==> src/sv/bsl_pkg.sv <==
// ----------------------------------------------------------------------------
// bsl_pkg: shared types and constants for the bounded sorted score list
// Field widths, register reset value, opcodes and the cell control word.
// ----------------------------------------------------------------------------
package bsl_pkg;

    localparam int MAX_ENTRIES_DEF = 64;
    localparam int TAG_BITS_DEF    = 32;

    // largest supported list depth; sizes the count and rank fields of the control word
    localparam int MAX_LIMIT = 1024;
    localparam int LIMIT_W   = $clog2(MAX_LIMIT + 1);

    localparam int SCORE_W = 32;
    localparam int CAP_W   = 7;
    localparam int RANK_W  = 6;
    localparam int CNT_W   = 7;
    localparam int IDX_W   = 6;

    localparam logic [CAP_W-1:0] CAP_RESET = 7'd64;

    localparam logic KIND_INSERT = 1'b0;
    localparam logic KIND_READ   = 1'b1;

    // broadcast from the controller to every cell
    typedef struct packed {
        logic                      cmp_en;    // latch compare and select flags
        logic                      upd_en;    // apply the insert shift
        logic signed [SCORE_W-1:0] new_score;
        logic [LIMIT_W-1:0]        held_cnt;  // entries currently held
        logic [LIMIT_W-1:0]        sel_idx;   // rank chosen by a read
    } cell_ctrl_t;

endpackage

==> src/sv/bsl_cell.sv <==
// ----------------------------------------------------------------------------
// bsl_cell: one slot of the sorted list
// Holds a score and tag, flags whether it outranks the incoming score, and
// on insert keeps, loads the new entry, or takes its left neighbor's entry.
// ----------------------------------------------------------------------------
module bsl_cell #(
    parameter int IDX      = 0,
    parameter int TAG_BITS = bsl_pkg::TAG_BITS_DEF
) (
    input  logic                               clk,
    input  logic                               rst_n,
    input  bsl_pkg::cell_ctrl_t                ctrl,
    input  logic [TAG_BITS-1:0]                new_tag,
    input  logic                               left_gt,
    input  logic signed [bsl_pkg::SCORE_W-1:0] left_score,
    input  logic [TAG_BITS-1:0]                left_tag,
    output logic                               gt,
    output logic signed [bsl_pkg::SCORE_W-1:0] score,
    output logic [TAG_BITS-1:0]                tag,
    output logic signed [bsl_pkg::SCORE_W-1:0] rd_score,
    output logic [TAG_BITS-1:0]                rd_tag
);
    import bsl_pkg::*;

    localparam logic [LIMIT_W-1:0] MY_IDX = LIMIT_W'(IDX);

    logic                      gt_reg;
    logic                      hit_reg;
    logic signed [SCORE_W-1:0] score_reg;
    logic [TAG_BITS-1:0]       tag_reg;
    logic                      held;

    assign held = MY_IDX < ctrl.held_cnt;

    always_ff @(posedge clk or negedge rst_n)
    begin
        if (!rst_n)
        begin
            gt_reg  <= 1'b0;
            hit_reg <= 1'b0;
        end
        else if (ctrl.cmp_en)
        begin
            gt_reg  <= held && (score_reg > ctrl.new_score);
            hit_reg <= MY_IDX == ctrl.sel_idx;
        end
    end

    // slots ahead of the insert point keep; the insert point loads; the rest shift
    always_ff @(posedge clk)
    begin
        if (ctrl.upd_en && !gt_reg)
        begin
            if (left_gt)
            begin
                score_reg <= ctrl.new_score;
                tag_reg   <= new_tag;
            end
            else
            begin
                score_reg <= left_score;
                tag_reg   <= left_tag;
            end
        end
    end

    assign gt       = gt_reg;
    assign score    = score_reg;
    assign tag      = tag_reg;
    assign rd_score = hit_reg ? score_reg : '0;
    assign rd_tag   = hit_reg ? tag_reg : '0;

endmodule

==> config.mk <==
export PLATFORM = sky130hd
export DESIGN_NAME = bsl_cell
export DESIGN_NICKNAME = d
export VERILOG_FILES = /design/src/sv/bsl_pkg.sv /design/src/sv/bsl_cell.sv
export SDC_FILE = /design/constraint.sdc
export NUM_CORES = 1
export LEC_CHECK = 0
export ABC_AREA = 1
export BUFFER_PORTS_ARGS = -buffer_cell sky130_fd_sc_hd__buf_2
export CORE_MARGIN = 5
export CORE_UTILIZATION = 40
export DETAILED_ROUTE_END_ITERATION = 8
export GPL_TIMING_DRIVEN = 0
export PLACE_DENSITY = 0.78
export SYNTH_ARGS = -nofsm -noshare
export SYNTH_HDL_FRONTEND = slang
export SYNTH_SLANG_ARGS = --single-unit
==> constraint.sdc <==
create_clock -name clk -period 7.6 [get_ports clk]
set_input_delay 1.52 -clock clk [delete_from_list [all_inputs] [get_ports clk]]
set_output_delay 1.52 -clock clk [all_outputs]
set_load 0.005 [all_outputs]
## After elaboration in Yosys (flattened, before gate mapping)

Cells that the tools add are included.

| word-level totals | value |
|---|---|
| register bits after elaboration | 66 |
| input bits | 155 |

| cells by class | value |
|---|---|
| reductions and logical operators | 4 |
| multiplexer cells | 4 |
| order comparisons | 2 |

Operators by type and width:

| operator | count |
|---|---|
| $mux W32 | 4 |
| $gt A32 B32 Y1 | 1 |
| $logic_not A11 Y1 | 1 |
| $lt A1 B11 Y1 const A | 1 |
| $logic_and A1 B1 Y1 | 2 |
| $logic_not A1 Y1 | 1 |

## Depth between registers and ports, before layout

| logic depth | value |
|---|---|
| depth in word-level cells | 2 |
| depth in mapped cells | 16 |

## Least setup slack after synthesis

Ideal clock, no wire load.

| path | value |
|---|---|
| path type | input to register |
| start | input ctrl[54] (netlist bit) |
| end | register score_reg[0], in the netlist score[0] (enable) |
| stages | 2 |
| data required time | 7.112 ns |
| setup slack | 2.868 ns |
| library setup time | 0.488 ns |
| arrival | 4.244 ns |
| cell sequence | inv_1 > nor2_1 |

| on the way | value |
|---|---|
| word-level cells in the longest chain between the ends | 1 |

RTL lines:

| element | line | source |
|---|---|---|
| start, declared | bsl_cell.sv:12 | `input bsl_pkg::cell_ctrl_t ctrl,` |
| $logic_and A1 B1 Y1 | bsl_cell.sv:52 | `if (ctrl.upd_en && !gt_reg)` |
| end signal, assigned | bsl_cell.sv:56 | `score_reg <= ctrl.new_score;` |
| end signal, assigned | bsl_cell.sv:61 | `score_reg <= left_score;` |
| end, declared | bsl_cell.sv:29 | `logic signed [SCORE_W-1:0] score_reg;` |

Every way passes these cells.
A chain may end at the register's enable or synchronous reset.

## Final worst setup path

| path | value |
|---|---|
| start | register hit_reg |
| end | output rd_score[13] (netlist bit) |

| on the way | value |
|---|---|
| word-level cells in the longest chain between the ends | 1 |

RTL lines:

| element | line | source |
|---|---|---|
| start, declared | bsl_cell.sv:28 | `logic hit_reg;` |
| start signal, assigned | bsl_cell.sv:45 | `hit_reg <= MY_IDX == ctrl.sel_idx;` |
| $mux W32 | bsl_cell.sv:70 | `assign rd_score = hit_reg ? score_reg : '0;` |
| end, declared | bsl_cell.sv:20 | `output logic signed [bsl_pkg::SCORE_W-1:0] rd_score,` |

Every way passes these cells.

==> flow_summary.ini <==
[critical_path]
cp_slowest_cell = clkbuf_1
r2r-end = gt$_DFFE_PN0P_
worstPathRequired_ns = 6.08
path_cells = clkbuf_1 -> buf_2 -> nand2_1 -> inv_1 -> buf_2
r2r_slack_ns = 5.86
crit_buf_inv = 4
crit_family = buffers and inverters
ff2ff_path_depth = 8
path_class = flip-flop to primary output
slowest_delay_ns = 0.59
arrival_ns = 1.89
crit_top_cell = buf_2
end_kind = primary output
critPathMaxFanout = 10
setup.worst_path.start_class = flip-flop
r2r-start = score[31]$_DFFE_PP_

[drt]
vias = 4084
wire_per_inst_um = 14.4
ant_nets = 0
drtIter0Drc = 134
wl_um = 13000
routed_via_density = 4.53
post-route-drc-count = 0
drt_pre_antenna_iters = 6

[clocking]
cts-htree-levels = 3
hold_buffers = 0
clk_path_buf_depth = 2
clock_latency_ns = 0.34
cts_resized = 0
cts_made_buffers = 9
cts_sinks = 66
cts_tree = done
postCtsSetupBuffers = 0
clk_pin_slew_worst_paths_ns = 0.07
root_buffer = clkbuf_8

[status]
status = completed

[power_and_ir_drop]
clkPwrFrac_pct = 29.8
powerDensity_nw_per_um2 = 158
fin_total_pwr_uw = 940
swShare_pct = 26.8
netSwitchingPower_uw = 252
ir_drop_mv = 0.118
seqPwrFrac_pct = 49.6
comb_power_share_pct = 20.6
leakage_nw = 3.58
internal_power_uw = 688

[synthesis]
synth-seq-cells = 66
syn_nets = 654
synth_seq_area_share_pct = 47.5
syn_inst = 467
netlist_area_um2 = 4150
yosysWarnings = 0
avgSynthCellArea_um2 = 8.88
ys_types = 25

[worst_hold_path]
hold_path_class = flip-flop to flip-flop
hp-start = gt$_DFFE_PN0P_
min_path_cells = 2
min_to = gt$_DFFE_PN0P_

[floorplan]
die_y_um = 112
die_area_um2 = 12500
io_pins = 284
row_count = 37
start_util_pct = 40.5
die_x_um = 112
core_area_um2 = 10200

[cells_and_area]
instances_no_fill = 902
syn2layout_area_growth_pct = 43.5
n_antenna_cell = 0
final_cell_mix = 296 x buf_2, 103 x inv_1, 103 x nand2_1
final_nets = 949
final_util_pct = 58.2
drive_gt1_share_pct = 45.7
num-fill-cells = 974
layout_commonest_cell = buf_2

[timing]
max_freq_mhz = 293
rsz0062_at_grt = false
period_needed_ns = 3.41
finalSetupViolCount = 0
min_period_over_period_pct = 44.9
tns_ns = 0
tightest_slew_ns = 0.771
hold_violations = 0
timing.hold.ws_ns = 0.608
maxSlewViolCount = 0
skew_ns = 0.00677
slew_headroom_pct = 48.6

[global_route]
grt_pass1_wl_um = 20400
antenna_found_initial = 0
grt.overflow.total = 0
grt_max_degree = 32
grt_pass1_vias = 4202
grt.total_usage_pct = 20.3

[placement]
gp_congestion = 0.819
hpwlAfterDp_um = 10700
port-buffer-count = 282
dp.cells = 887

[run]
drv_cap = 0
-- tightest hold or removal path: stages (launching register included) --
cell and delay [ns]:
dfrtp_1 0.43, nand2_1 0.08, nand2_1 0.06
-- routing by layer --
metal / part of all wire, % / vias up / global-route usage [%]
met3: 9.1 / 14 / 6.30
met4: 1.6 / 0 / 6.08
met5: 0 / - / 0
li1: - / 2076 / -
met2: 53 / 181 / 38.0
met1: 36 / 1813 / 21.8
-- worst max-delay path by stage --
stage	startpoint	cells after the start	to
2_1_floorplan	ctrl[54]	2	score[0]$_DFFE_PP_
3_3_place_gp	ctrl[54]	3	tag[31]$_DFFE_PP_
3_5_place_dp	hit_reg$_DFFE_PN0P_	5	rd_score[13]
4_1_cts	hit_reg$_DFFE_PN0P_	5	rd_score[13]
5_1_grt	hit_reg$_DFFE_PN0P_	5	rd_score[13]
6_report	hit_reg$_DFFE_PN0P_	5	rd_score[13]
-- cell families after synthesis --
family                     after synthesis  share of synthesized area, %
AOI/OAI and AO/OA                       52                          6.67
adders and majority gates               32                          9.65
buffers and inverters                  125                          11.8
DFF                                     66                          47.5
muxes                                   33                          8.96
and+or+nand+nor                        159                          15.4
-- layout make-up --
| class | count | area [um2] | area share [%] |
|---|---|---|---|
| clock inverters | 4 | 43.8 | 0.736 |
| multi-input cells | 276 | 1690 | 28.4 |
| flip-flops and latches | 66 | 1970 | 33.1 |
| repair buffers | 284 | 1450 | 24.4 |
| well taps | 136 | 170 | 2.86 |
| clock buffers | 11 | 131 | 2.21 |
| inverters | 107 | 402 | 6.75 |
| plain buffers | 18 | 88.8 | 1.49 |
-- synthesized netlist by cell type --
| cell | n | area share, % |
|---|---|---|
| inv_2 | 4 | 0.36 |
| buf_2 | 14 | 1.7 |
| dfrtp_1 | 2 | 1.2 |
| nor2_1 | 40 | 3.6 |
| buf_4 | 1 | 0.18 |
| nor4_1 | 5 | 0.75 |
| edfxtp_1 | 64 | 46 |
| ha_1 | 32 | 9.7 |
| mux2_2 | 28 | 7.6 |
| o21a_1 | 2 | 0.36 |
| a21o_1 | 1 | 0.18 |
| nor2_2 | 2 | 0.30 |
| a32o_1 | 1 | 0.24 |
| nand4_2 | 1 | 0.30 |
| nor3_1 | 1 | 0.12 |
| nand2_2 | 2 | 0.30 |
| o21ai_0 | 2 | 0.24 |
| nand3_1 | 4 | 0.48 |
| mux2_1 | 5 | 1.4 |
| clkbuf_1 | 3 | 0.27 |
| nand2_1 | 103 | 9.3 |
| inv_1 | 103 | 9.3 |
| nand4_1 | 1 | 0.15 |
| a21oi_2 | 1 | 0.21 |
| a21oi_1 | 45 | 5.4 |
-- power by group through the flow --
stage | combinational [mW] | clock [mW] | sequential [mW]
global placement | 0.185 | 0 | 0.478
finish | 0.193 | 0.280 | 0.466
detailed placement | 0.196 | 0 | 0.474
CTS | 0.197 | 0.288 | 0.466
global route | 0.217 | 0.303 | 0.471
floorplan | 0.0903 | 0 | 0.477
-- per-stage QoR --
stage / instance area [um2] / worst slack, ns
after floorplan: 4150 / 2.87
after global placement: 5730 / 1.34
after detailed placement: 5780 / 4.51
after CTS: 5950 / 4.13
after global routing: 5950 / 4.03
final: 5950 / 4.19
Note: power is estimated with default switching activity, not from simulation.
